--- src/design/shdh_pkg.sv ---
// ----------------------------------------------------------------------------
// shdh_pkg: shared types and constants for the double-hash substring compare
// Field widths, moduli, command codes, controller states and the
// command/status structs between the controller and the datapath.
// ----------------------------------------------------------------------------
package shdh_pkg;

    // Hash arithmetic
    localparam int HASH_W = 30;
    localparam logic [HASH_W-1:0] PRIME_ONE  = 30'd1000000007;
    localparam logic [HASH_W-1:0] PRIME_TWO  = 30'd1000000009;
    localparam logic [HASH_W-1:0] BASE_RESET = 30'd31;

    // Default string capacity
    localparam int MAX_LEN_DEF = 1024;

    // Item fields
    localparam int CMD_W  = 2;
    localparam int CHAR_W = 8;
    localparam int POS_W  = 11;
    localparam int SUM_W  = POS_W + 1;
    localparam int IN_TDATA_W  = 48;
    localparam int OUT_TDATA_W = 8;

    // Configuration port
    localparam int APB_AW = 3;
    localparam logic [APB_AW-1:0] REG_BASE_ADDR = 3'd0;

    // Exponent bits of a window length, least significant first
    localparam logic [3:0] EXP_LAST_BIT = 4'(POS_W - 1);

    typedef enum logic [CMD_W-1:0] {
        CMD_APPEND = 2'd0,
        CMD_QUERY  = 2'd1,
        CMD_CLEAR  = 2'd2,
        CMD_NONE   = 2'd3
    } cmd_t;

    // Which prefix a memory read fetches (also names the capture target)
    typedef enum logic [2:0] {
        RS_A_END   = 3'd0,
        RS_A_START = 3'd1,
        RS_B_END   = 3'd2,
        RS_B_START = 3'd3,
        RS_PREV    = 3'd4
    } rd_sel_t;

    localparam logic [2:0] RD_STEPS = 3'd4;

    typedef enum logic [2:0] {
        MUL_APPEND  = 3'd0,
        MUL_POW_ACC = 3'd1,
        MUL_POW_SQ  = 3'd2,
        MUL_WIN_A   = 3'd3,
        MUL_WIN_B   = 3'd4
    } mul_op_t;

    typedef enum logic [4:0] {
        ST_IDLE,
        ST_CLR,
        ST_AP_RD,
        ST_AP_GO,
        ST_AP_WAIT,
        ST_AP_WR,
        ST_Q_CHK,
        ST_Q_RD,
        ST_PW_BIT,
        ST_PA_GO,
        ST_PA_WAIT,
        ST_PS_GO,
        ST_PS_WAIT,
        ST_WA_GO,
        ST_WA_WAIT,
        ST_WB_GO,
        ST_WB_WAIT,
        ST_Q_OUT
    } state_t;

    typedef struct packed {
        logic    load_item;
        logic    cnt_clear;
        logic    app_write;
        logic    rd_en;
        rd_sel_t rd_sel;
        logic    cap_en;
        rd_sel_t cap_sel;
        logic    pow_init;
        logic    mul_start;
        mul_op_t mul_op;
        logic    mul_wr;
        logic    out_load;
        logic [3:0] bit_idx;
    } ctrl_t;

    typedef struct packed {
        cmd_t in_cmd;
        logic full;
        logic range_err;
        logic mul_done;
        logic exp_bit;
        logic out_free;
    } status_t;

endpackage

--- src/design/shdh_ctrl.sv ---
// ----------------------------------------------------------------------------
// shdh_ctrl: command sequencer
// Steps appends, clears and queries through the datapath: prefix reads,
// square-and-multiply over the length bits, window scaling and result load.
// ----------------------------------------------------------------------------
module shdh_ctrl (
    input  logic                 aclk,
    input  logic                 aresetn,
    input  logic                 s_tvalid,
    output logic                 s_tready,
    output shdh_pkg::ctrl_t      ctrl,
    input  shdh_pkg::status_t    status
);
    import shdh_pkg::*;

    state_t     state_reg, state_next;
    logic [3:0] bit_reg, bit_next;
    logic [2:0] rd_idx_reg, rd_idx_next;
    logic       accept;

    assign s_tready = (state_reg == ST_IDLE);
    assign accept   = s_tvalid && s_tready;

    always_ff @(posedge aclk) begin
        if (!aresetn) begin
            state_reg  <= ST_IDLE;
            bit_reg    <= '0;
            rd_idx_reg <= '0;
        end else begin
            state_reg  <= state_next;
            bit_reg    <= bit_next;
            rd_idx_reg <= rd_idx_next;
        end
    end

    // Next state
    always_comb begin
        state_next  = state_reg;
        bit_next    = bit_reg;
        rd_idx_next = rd_idx_reg;
        unique case (state_reg)
            ST_IDLE: begin
                if (accept) begin
                    unique case (status.in_cmd)
                        CMD_APPEND: state_next = ST_AP_RD;
                        CMD_QUERY:  state_next = ST_Q_CHK;
                        CMD_CLEAR:  state_next = ST_CLR;
                        default:    state_next = ST_IDLE;
                    endcase
                end
            end
            ST_CLR:     state_next = ST_IDLE;
            ST_AP_RD:   state_next = status.full ? ST_IDLE : ST_AP_GO;
            ST_AP_GO:   state_next = ST_AP_WAIT;
            ST_AP_WAIT: if (status.mul_done) state_next = ST_AP_WR;
            ST_AP_WR:   state_next = ST_IDLE;
            ST_Q_CHK: begin
                bit_next    = '0;
                rd_idx_next = '0;
                state_next  = status.range_err ? ST_Q_OUT : ST_Q_RD;
            end
            ST_Q_RD: begin
                rd_idx_next = rd_idx_reg + 3'd1;
                if (rd_idx_reg == RD_STEPS)
                    state_next = ST_PW_BIT;
            end
            ST_PW_BIT:  state_next = status.exp_bit ? ST_PA_GO : ST_PS_GO;
            ST_PA_GO:   state_next = ST_PA_WAIT;
            ST_PA_WAIT: if (status.mul_done) state_next = ST_PS_GO;
            ST_PS_GO:   state_next = ST_PS_WAIT;
            ST_PS_WAIT: begin
                if (status.mul_done) begin
                    bit_next   = bit_reg + 4'd1;
                    state_next = (bit_reg == EXP_LAST_BIT) ? ST_WA_GO : ST_PW_BIT;
                end
            end
            ST_WA_GO:   state_next = ST_WA_WAIT;
            ST_WA_WAIT: if (status.mul_done) state_next = ST_WB_GO;
            ST_WB_GO:   state_next = ST_WB_WAIT;
            ST_WB_WAIT: if (status.mul_done) state_next = ST_Q_OUT;
            ST_Q_OUT:   if (status.out_free) state_next = ST_IDLE;
            default:    state_next = ST_IDLE;
        endcase
    end

    // Datapath commands
    always_comb begin
        ctrl           = '0;
        ctrl.rd_sel    = RS_PREV;
        ctrl.cap_sel   = RS_A_END;
        ctrl.mul_op    = MUL_APPEND;
        ctrl.bit_idx   = bit_reg;
        ctrl.load_item = accept;
        unique case (state_reg)
            ST_CLR:     ctrl.cnt_clear = 1'b1;
            ST_AP_RD:   ctrl.rd_en = !status.full;
            ST_AP_GO:   ctrl.mul_start = 1'b1;
            ST_AP_WR:   ctrl.app_write = 1'b1;
            ST_Q_CHK:   ctrl.pow_init = 1'b1;
            ST_Q_RD: begin
                ctrl.rd_sel  = rd_sel_t'(rd_idx_reg);
                ctrl.rd_en   = (rd_idx_reg != RD_STEPS);
                ctrl.cap_en  = (rd_idx_reg != 3'd0);
                ctrl.cap_sel = rd_sel_t'(rd_idx_reg - 3'd1);
            end
            ST_PA_GO: begin
                ctrl.mul_op    = MUL_POW_ACC;
                ctrl.mul_start = 1'b1;
            end
            ST_PA_WAIT: begin
                ctrl.mul_op = MUL_POW_ACC;
                ctrl.mul_wr = status.mul_done;
            end
            ST_PS_GO: begin
                ctrl.mul_op    = MUL_POW_SQ;
                ctrl.mul_start = 1'b1;
            end
            ST_PS_WAIT: begin
                ctrl.mul_op = MUL_POW_SQ;
                ctrl.mul_wr = status.mul_done;
            end
            ST_WA_GO: begin
                ctrl.mul_op    = MUL_WIN_A;
                ctrl.mul_start = 1'b1;
            end
            ST_WA_WAIT: begin
                ctrl.mul_op = MUL_WIN_A;
                ctrl.mul_wr = status.mul_done;
            end
            ST_WB_GO: begin
                ctrl.mul_op    = MUL_WIN_B;
                ctrl.mul_start = 1'b1;
            end
            ST_WB_WAIT: begin
                ctrl.mul_op = MUL_WIN_B;
                ctrl.mul_wr = status.mul_done;
            end
            ST_Q_OUT:   ctrl.out_load = status.out_free;
            default:    ;
        endcase
    end

endmodule

--- config.mk ---
export PLATFORM = sky130hd
export DESIGN_NAME = shdh_ctrl
export DESIGN_NICKNAME = d
export VERILOG_FILES = /design/src/design/shdh_pkg.sv /design/src/design/shdh_ctrl.sv
export SDC_FILE = /design/constraint.sdc
export NUM_CORES = 1
export LEC_CHECK = 0
export ABC_CLOCK_PERIOD_IN_PS = 4500
export BUFFER_PORTS_ARGS = -buffer_cell sky130_fd_sc_hd__buf_4
export CAP_MARGIN = 25
export CORE_UTILIZATION = 30
export CTS_CLUSTER_DIAMETER = 150
export DETAILED_ROUTE_END_ITERATION = 10
export HOLD_SLACK_MARGIN = 0.05
export PLACE_DENSITY = 0.6
export REMOVE_ABC_BUFFERS = 1
export SETUP_SLACK_MARGIN = 0.1
export SYNTH_ARGS = -nofsm -noshare
export SYNTH_HDL_FRONTEND = slang
export SYNTH_SLANG_ARGS = --single-unit
--- constraint.sdc ---
create_clock -name aclk -period 4.5 [get_ports aclk]
set_input_delay 0.45 -clock aclk [delete_from_list [all_inputs] [get_ports aclk]]
set_output_delay 0.45 -clock aclk [all_outputs]
set_load 0.02 [all_outputs]
==> results of run 1 <==
[worst min-delay path: cells and delay by family (launching register included)]
kind	cells	cell delay, ns
DFF	1	0.32
AOI/OAI and AO/OA	1	0.06
and+or+nand+nor	1	0.06
[power by group through the flow]
stage	logic (W)	registers, W	clock network (W)
2_1_floorplan	0.000183	0.000154	0
3_3_place_gp	0.000250	0.000170	0
3_5_place_dp	0.000250	0.000170	0
4_1_cts	0.000250	0.000168	0.000122
5_1_grt	0.000274	0.000174	0.000128
6_report	0.000250	0.000169	0.000117
[cell families (layout without fill, tap and decap cells)]
group,count (synthesis),after routing,share of synthesized area
compound gates,29,29,0.190
simple gates,83,83,0.378
xor+xnor,4,4,0.0303
mux,5,5,0.0432
flops,12,12,0.208
buf+inv,23,46,0.0962
fa+ha+maj,5,5,0.0541
[through the flow]
step           utilization  cells
2_1_floorplan            -    148
3_3_place_gp         0.376    228
3_5_place_dp         0.376    228
4_1_cts              0.391    232
5_1_grt              0.391    232
6_report             0.391    232
[layer usage]
| metal | global-route usage | routed length [µm] |
|---|---|---|
| met1 | 0.192 | 1400 |
| met2 | 0.225 | 1290 |
| met3 | 0.0357 | 146 |
| met4 | 0.0417 | 8 |
| met5 | 0 | 0 |
[area by class of cell]
class,instances,share of cell area
multi-input combinational,126,0.559
sequential,12,0.167
timing repair buffer,32,0.167
tap,48,0.0417
clock buffer,4,0.0382
inverter,10,0.0278
[worst max path at each step]
stage	start	to	slack, ns	depth (start not counted)
after CTS	state_reg[2]$_SDFFE_PN0P_	ctrl[14]	2.01	4
final	state_reg[2]$_SDFFE_PN0P_	ctrl[14]	2.02	4
after floorplan	state_reg[4]$_SDFFE_PN0P_	ctrl[4]	2.51	3
after global routing	state_reg[2]$_SDFFE_PN0P_	ctrl[17]	1.86	4
after global placement	state_reg[2]$_SDFFE_PN0P_	ctrl[11]	2.35	4
after detailed placement	state_reg[2]$_SDFFE_PN0P_	ctrl[14]	2.27	4
[cells in the final DEF, fill, tap and decap left out, types with 2 or more instances in the layout]
cell type   n
a21oi_1     5
a22oi_1     2
and2_1      3
and3_1      2
and3b_1     2
buf_4      32
clkbuf_8    4
dfxtp_1    12
ha_1        5
inv_1       9
mux2i_1     5
nand2_1    17
nand2b_1    5
nand3_1    10
nand4_1     3
nor2_1     19
nor2b_1     5
nor3_1      4
nor3b_1     3
nor4_1      2
o21ai_0     8
o22ai_1     2
or3_1       2
xnor2_1     4
==> flow_metrics.py, run 1 <==
metrics = {
    "yosys": {
        "ys_types": 46,
        "synth.area.top_cells": "dfxtp_1 (21%), nor2_1 (6.2%), nand2_1 (5.5%)",
        "synth_edf_count": 0,
        "ys_ff_latch": 12,
        "yosys.area.top_type": "dfxtp_1",
        "synth_top_area_frac": 0.208,
        "yosysWarnings": 0,
        "async_flop_share": 0,
        "synth_seq_area_share": 0.208,
        "syn_area_um2": 1160,
        "syn_area_per_cell_um2": 7.19,
        "synth.most_common_cell": "nor2_1",
        "ys.flop_type": "dfxtp_1",
        "synth_common_cells": "nor2_1 (19), nand2_1 (17), dfxtp_1 (12)",
        "synthCells": 161,
    },
    "global_route": {
        "grt_pass1_wl_um": 4670,
        "grt_pass1_vias": 994,
        "grt_max_degree": 28,
        "antenna_found_initial": 0,
        "grt_remaining_overflow": 0,
        "grt_use_total": 0.143,
    },
    "timing": {
        "skew_ns": 0.00271,
        "tightest_slew_ns": 0.862,
        "rsz0062_at_grt": "no",
        "finalCriticalPeriod_ns": 2.48,
        "fin_ws_ns": 2.02,
        "timing.slew.headroom": 0.424,
        "hold_violations": 0,
        "maxSlewViolCount": 0,
        "finalCritPeriodShare": 0.550,
        "fin_setup_tns_ns": 0,
        "finalSetupViolations": 0,
        "timing.hold.ws_ns": 0.489,
        "max_freq_mhz": 404,
    },
    "critical_path": {
        "start_kind": "register",
        "reg2reg_depth": 5,
        "path_cells": "nor3b_1 -> nand3_1 -> a21oi_1 -> buf_4",
        "path_delay_family": "flip-flops",
        "worstReg2RegEnd": "state_reg[0]$_SDFFE_PN0P_",
        "crit_fanout": 21,
        "required_ns": 4.05,
        "arrival_ns": 2.03,
        "crit_slowest_cell": "dfxtp_1",
        "rrSetupSlack_ns": 2.40,
        "cp-end-kind": "primary output",
        "slowest_delay_ns": 0.78,
        "path_class": "reg -> out",
        "crit_buf_inv": 1,
        "worstReg2RegStart": "state_reg[4]$_SDFFE_PN0P_",
    },
    "die": {
        "io_pins": 33,
        "start_util": 0.314,
        "rows": 22,
        "die-area_um2": 4110,
        "die_w_um": 64.1,
        "coreArea_um2": 3690,
        "dieHeight_um": 64.1,
    },
    "clock_network": {
        "cts-resized-gates": 0,
        "clockBufferDepth": 2,
        "insertion_delay_ns": 0.24,
        "cts-htree-levels": 1,
        "clkTransAtPathRegs_ns": 0.05,
        "cts.sinks": 12,
        "cts-root-buf": "clkbuf_8",
        "cts-buffers-inserted": 3,
        "cts_hold_buf": 0,
        "cts_setup_buffers": 0,
        "cts_tree": "done",
    },
    "drt": {
        "wl_per_cell_um": 12.3,
        "ant_nets": 0,
        "finalWirelength_um": 2850,
        "remaining_drc_errors": 0,
        "vias": 1170,
        "dr.pass1.iters": 4,
        "drt_iter0_drc": 86,
        "routed_via_density": 5.04,
    },
    "layout": {
        "fill_cells": 403,
        "multi_input_area_um2": 806,
        "largest_reg_flops": 5,
        "area_growth_pct": 24.5,
        "drive_gt1_frac": 0.239,
        "diodes": 0,
        "regArea_um2": 240,
        "nets": 200,
        "postLayoutCellArea_um2": 1440,
    },
    "place": {
        "hpwl_um": 2050,
        "placed_area_um2": 1390,
        "pre_cts_ws_ns": 2.27,
        "finalWeightedCongestion": 0.841,
        "port_buffers": 32,
    },
    "power": {
        "cellPowerDensity_nw_per_um2": 372,
        "p_int_w": 0.000308,
        "p_comb_frac": 0.466,
        "irDropWorstVdd_mv": 0.169,
        "seq_power_share": 0.315,
        "p_sw_w": 0.000228,
        "total_power_w": 0.000536,
        "clkPwrFrac": 0.219,
        "sw_frac_of_total": 0.426,
        "p_leak_nw": 0.604,
    },
    "run": {
        "cap_violations": 0,
    },
    "min_path": {
        "hold_end": "rd_idx_reg[1]$_SDFFE_PN0P_",
        "min_path_type": "reg -> reg",
        "whs_path_depth": 2,
        "min_from": "rd_idx_reg[1]$_SDFFE_PN0P_",
    },
    "outcome": {
        "status": "complete, no violations",
    },
}
No activity file was read; power rests on OpenSTA's default activity.
==> run 2: changes to the inputs <==
--- a/config.mk
+++ b/config.mk
@@ -5,14 +5,14 @@
 export SDC_FILE = /design/constraint.sdc
 export NUM_CORES = 1
 export LEC_CHECK = 0
-export ABC_CLOCK_PERIOD_IN_PS = 4500
+export ABC_CLOCK_PERIOD_IN_PS = 2170
 export BUFFER_PORTS_ARGS = -buffer_cell sky130_fd_sc_hd__buf_4
 export CAP_MARGIN = 25
 export CORE_UTILIZATION = 30
 export CTS_CLUSTER_DIAMETER = 150
 export DETAILED_ROUTE_END_ITERATION = 10
 export HOLD_SLACK_MARGIN = 0.05
-export PLACE_DENSITY = 0.6
+export PLACE_DENSITY = 0.62
 export REMOVE_ABC_BUFFERS = 1
 export SETUP_SLACK_MARGIN = 0.1
 export SYNTH_ARGS = -nofsm -noshare
==> constraint.sdc (replaced) <==
create_clock -name aclk -period 2.17 [get_ports aclk]
set_input_delay 0.217 -clock aclk [delete_from_list [all_inputs] [get_ports aclk]]
set_output_delay 0.217 -clock aclk [all_outputs]
set_load 0.02 [all_outputs]
==> run 2 against run 1 <==
Cell area increased by 4.9%. Count of clock-buffer cells in the layout unchanged. Global-route usage increased by 0.38 points. Non-clock buffer count increased by 8. Cell count increased by 3.4%. Largest power group unchanged. Total power increased by 120%. Via count increased by 4.1%. Core utilization increased by 1.9 points.
==> flow_metrics.py, run 2 (same netlist as run 1, synthesis figures left out) <==
metrics = {
    "layout": {
        "area_growth_pct": 30.7,
        "drive_gt1_frac": 0.286,
        "largest_reg_flops": 5,
        "finalNonFillerCells": 240,
        "postLayoutCellArea_um2": 1510,
        "nets": 208,
        "final_cell_mix": "buf_4 (40), nor2_1 (19), nand2_1 (17)",
        "diodes": 0,
        "layout_commonest_cell": "buf_4",
    },
    "clock_network": {
        "cts-htree-levels": 1,
        "cts_setup_buffers": 0,
        "clkTransAtPathRegs_ns": 0.05,
        "insertion_delay_ns": 0.24,
        "cts-root-buf": "clkbuf_8",
        "cts.sinks": 12,
        "cts-resized-gates": 0,
        "cts_tree": "done",
        "cts-buffers-inserted": 3,
        "cts_hold_buf": 0,
        "clockBufferDepth": 2,
    },
    "place": {
        "dp.cells": 236,
        "port_buffers": 32,
        "hpwl_um": 2210,
        "placed_area_um2": 1450,
        "finalWeightedCongestion": 0.891,
    },
    "critical_path": {
        "arrival_ns": 1.77,
        "crit_slowest_cell": "dfxtp_1",
        "cp-end-kind": "primary output",
        "crit_fanout": 18,
        "required_ns": 1.95,
        "slowest_delay_ns": 0.69,
        "path_class": "reg -> out",
        "start_kind": "register",
        "path_cells": "nand2_1 -> o21ai_0 -> buf_4",
    },
    "min_path": {
        "min_path_type": "in -> reg",
    },
    "die": {
        "io_pins": 33,
        "dieHeight_um": 64.1,
        "start_util": 0.314,
        "coreArea_um2": 3690,
        "die-area_um2": 4110,
        "die_w_um": 64.1,
        "rows": 22,
    },
    "global_route": {
        "grt_use_total": 0.147,
        "grt_remaining_overflow": 0,
        "grt_pass1_vias": 1066,
        "grt_pass1_wl_um": 4820,
        "grt_max_degree": 19,
        "antenna_found_initial": 0,
    },
    "drt": {
        "remaining_drc_errors": 0,
        "wl_per_cell_um": 12.2,
        "ant_nets": 0,
        "routed_via_density": 5.08,
        "finalWirelength_um": 2930,
        "drt_iter0_drc": 56,
        "vias": 1218,
        "dr.pass1.iters": 4,
    },
    "timing": {
        "fin_setup_tns_ns": 0,
        "max_freq_mhz": 504,
        "finalCritPeriodShare": 0.914,
        "skew_ns": 0.00831,
        "timing.slew.headroom": 0.606,
        "tightest_slew_ns": 0.590,
        "finalSetupViolations": 0,
        "finalCriticalPeriod_ns": 1.98,
        "hold_violations": 0,
        "maxSlewViolCount": 0,
        "rsz0062_at_grt": "no",
    },
    "power": {
        "total_power_w": 0.00116,
        "cellPowerDensity_nw_per_um2": 768,
        "p_leak_nw": 0.650,
        "irDropWorstVdd_mv": 0.471,
    },
    "run": {
        "cap_violations": 0,
    },
    "outcome": {
        "status": "complete, no violations",
    },
}
## run 2: cell count changes in the layout (fill, tap and decap cells not counted)
cell	change
buf_4	+8
dfxtp_1	-1
dfxtp_2	+1
nand3_1	-1
nand3_2	+1
nor3b_1	-1
nor3b_2	+1
## run 2: layout make-up
type / count / area [µm²]
Tap cell: 48 / 60.1
Fill cell: 395 / 2180
Clock buffer: 4 / 55.1
Inverter: 10 / 40.0
Sequential cell: 12 / 241
Multi-Input combinational cell: 126 / 816
Timing Repair Buffer: 40 / 300
## run 2: stage by stage
stage,utilization,hold slack (ns),worst slack (ns)
final,0.410,0.298,0.186
after global routing,0.410,0.318,0.0675
after CTS,0.407,0.302,0.135
after detailed placement,0.392,0.485,0.307
after global placement,0.392,0.478,0.308
after floorplan,-,0.334,0.330
## run 2: report_power, final
part | switching, W | leakage, nW | internal (W)
Sequential | 0.0000727 | 0.0975 | 0.000245
Clock | 0.0000833 | 0.0288 | 0.000160
Combinational | 0.000331 | 0.524 | 0.000270
## run 2: routing by layer
layer,vias up,GRT usage,part of all wire,wire length (µm)
met5,-,0,0,0
li1,624,-,-,-
met4,0,0.0389,0.0041,12
met1,557,0.198,0.48,1400
met3,2,0.0339,0.066,194
met2,35,0.234,0.45,1330
## run 2: worst paths after layout
path	startpoint	to	slack, ns	cells after the start
max	state_reg[3]$_SDFFE_PN0P_	ctrl[8]	0.19	3
max reg2reg	state_reg[1]$_SDFFE_PN0P_	state_reg[0]$_SDFFE_PN0P_	0.33	5
min	aresetn	rd_idx_reg[0]$_SDFFE_PN0P_	0.30	2
min reg2reg	rd_idx_reg[1]$_SDFFE_PN0P_	rd_idx_reg[1]$_SDFFE_PN0P_	0.49	2
## run 2: worst max-delay path, delay by kind of cell, from the launching register on
kind            cells  cell delay (ns)
compound gates      1             0.37
buf+inv             1             0.22
flops               1             0.69
simple gates        1             0.25
==> run 3: changes to the inputs <==
--- a/config.mk
+++ b/config.mk
@@ -8,13 +8,14 @@
 export ABC_CLOCK_PERIOD_IN_PS = 2170
 export BUFFER_PORTS_ARGS = -buffer_cell sky130_fd_sc_hd__buf_4
 export CAP_MARGIN = 25
-export CORE_UTILIZATION = 30
+export CORE_UTILIZATION = 32
 export CTS_CLUSTER_DIAMETER = 150
 export DETAILED_ROUTE_END_ITERATION = 10
 export HOLD_SLACK_MARGIN = 0.05
-export PLACE_DENSITY = 0.62
+export PLACE_DENSITY = 0.65
 export REMOVE_ABC_BUFFERS = 1
 export SETUP_SLACK_MARGIN = 0.1
+export SKIP_LAST_GASP = 1
 export SYNTH_ARGS = -nofsm -noshare
 export SYNTH_HDL_FRONTEND = slang
 export SYNTH_SLANG_ARGS = --single-unit
==> run 3 against run 2 <==
Core utilization grew 3.2 points. Largest cell class unchanged. Critical path type unchanged. Register-to-register slack better by 0.05 ns. Critical path depth up 1. Highest routed layer unchanged.
==> flow_metrics.py, run 3 (same netlist as run 1, synthesis figures left out) <==
metrics = {
    "outcome": {
        "status": "complete, no violations",
    },
    "power": {
        "sw_frac_of_total": 0.434,
        "p_int_w": 0.000641,
        "p_leak_nw": 0.649,
        "cellPowerDensity_nw_per_um2": 756,
        "seq_power_share": 0.275,
        "p_sw_w": 0.000492,
        "total_power_w": 0.00113,
        "p_comb_frac": 0.564,
        "clkPwrFrac": 0.161,
        "irDropWorstVdd_mv": 0.407,
    },
    "layout": {
        "layout_commonest_cell": "buf_4",
        "fill_cells": 360,
        "nets": 209,
        "final_cell_mix": "buf_4 (41), nor2_1 (19), nand2_1 (17)",
        "drive_gt1_frac": 0.301,
        "largest_reg_flops": 5,
        "diodes": 0,
        "area_growth_pct": 29.4,
    },
    "timing": {
        "tightest_slew_ns": 0.460,
        "finalCriticalPeriod_ns": 1.94,
        "rsz0062_at_grt": "no",
        "fin_setup_tns_ns": 0,
        "finalCritPeriodShare": 0.893,
        "maxSlewViolCount": 0,
        "timing.slew.headroom": 0.691,
        "fin_ws_ns": 0.233,
        "finalSetupViolations": 0,
        "skew_ns": 0.000770,
        "hold_violations": 0,
        "max_freq_mhz": 516,
    },
    "clock_network": {
        "cts_tree": "done",
        "cts_hold_buf": 0,
        "clockBufferDepth": 2,
        "cts-root-buf": "clkbuf_4",
        "cts-htree-levels": 1,
        "insertion_delay_ns": 0.28,
        "clkTransAtPathRegs_ns": 0.08,
        "cts-buffers-inserted": 3,
        "cts.sinks": 12,
        "cts_setup_buffers": 0,
        "cts-resized-gates": 1,
    },
    "place": {
        "pre_cts_ws_ns": 0.301,
        "port_buffers": 32,
        "hpwl_um": 2170,
        "finalWeightedCongestion": 0.832,
    },
    "drt": {
        "routed_via_density": 5.06,
        "wl_per_cell_um": 12.1,
        "drt_iter0_drc": 65,
        "ant_nets": 0,
        "finalWirelength_um": 2900,
        "dr.pass1.iters": 5,
        "vias": 1209,
        "remaining_drc_errors": 0,
    },
    "critical_path": {
        "worstReg2RegEnd": "state_reg[0]$_SDFFE_PN0P_",
        "start_kind": "register",
        "arrival_ns": 1.72,
        "worstReg2RegStart": "state_reg[1]$_SDFFE_PN0P_",
        "reg2reg_depth": 5,
        "required_ns": 1.95,
        "crit_fanout": 11,
        "path_class": "reg -> out",
        "rrSetupSlack_ns": 0.38,
        "cp-end-kind": "primary output",
    },
    "global_route": {
        "grt_use_total": 0.152,
        "antenna_found_initial": 0,
        "grt_remaining_overflow": 0,
        "grt_max_degree": 21,
        "grt_pass1_vias": 1017,
        "grt_pass1_wl_um": 4800,
    },
    "min_path": {
        "min_path_type": "in -> reg",
        "hold_end": "rd_idx_reg[0]$_SDFFE_PN0P_",
        "whs_path_depth": 2,
        "min_from": "aresetn",
    },
    "die": {
        "io_pins": 33,
        "coreArea_um2": 3390,
        "die-area_um2": 3860,
        "dieHeight_um": 62.1,
        "rows": 21,
        "start_util": 0.341,
        "die_w_um": 62.1,
    },
    "run": {
        "cap_violations": 0,
    },
}
-- run 3: worst max-delay path by stage --
stage / start / endpoint / cells after the start
after floorplan: state_reg[3]$_SDFFE_PN0P_ / state_reg[4]$_SDFFE_PN0P_ / 4
after global placement: state_reg[4]$_SDFFE_PN0P_ / state_reg[0]$_SDFFE_PN0P_ / 5
after detailed placement: state_reg[4]$_SDFFE_PN0P_ / state_reg[0]$_SDFFE_PN0P_ / 5
after CTS: state_reg[4]$_SDFFE_PN0P_ / ctrl[4] / 4
after global routing: state_reg[1]$_SDFFE_PN0P_ / ctrl[4] / 4
final: state_reg[1]$_SDFFE_PN0P_ / ctrl[4] / 4
-- run 3: per-layer routing --
metal | share of wire | track usage | wire length (µm)
met5 | 0 | 0 | 0
met4 | 0.0093 | 0.0349 | 27
met3 | 0.041 | 0.0331 | 120
met2 | 0.45 | 0.238 | 1320
met1 | 0.49 | 0.212 | 1430
-- run 3: through the flow --
stage                     hold WS [ns]  area, µm²  instances   util
after global routing             0.251       1500        239  0.442
after detailed placement         0.487       1450        235  0.428
after global placement           0.478       1450        235  0.428
final                            0.251       1500        239  0.442
after floorplan                  0.334       1090        148      -
after CTS                        0.246       1490        239  0.439
-- run 3: cell type report --
type	instances	area (µm²)	share of cell area
tap	46	57.6	0.0384
sequential	12	245	0.164
inverter	10	40.0	0.0267
multi-input combinational	126	811	0.541
clock buffer	4	36.3	0.0242
timing repair buffer	41	308	0.206
-- run 3: power groups by stage --
| stage | sequential [W] | clock (W) | combinational (W) |
|---|---|---|---|
| final | 0.000312 | 0.000183 | 0.000638 |
| after global routing | 0.000316 | 0.000199 | 0.000702 |
| after CTS | 0.000306 | 0.000187 | 0.000634 |
| after detailed placement | 0.000308 | 0 | 0.000632 |
| after global placement | 0.000311 | 0 | 0.000633 |
| after floorplan | 0.000318 | 0 | 0.000380 |
-- run 3: critical path: stages (launching register included) --
cell and delay [ns]:
dfxtp_1 0.42, nand2b_1 0.28, or4_4 0.48, nor2_1 0.12
buf_4 0.15
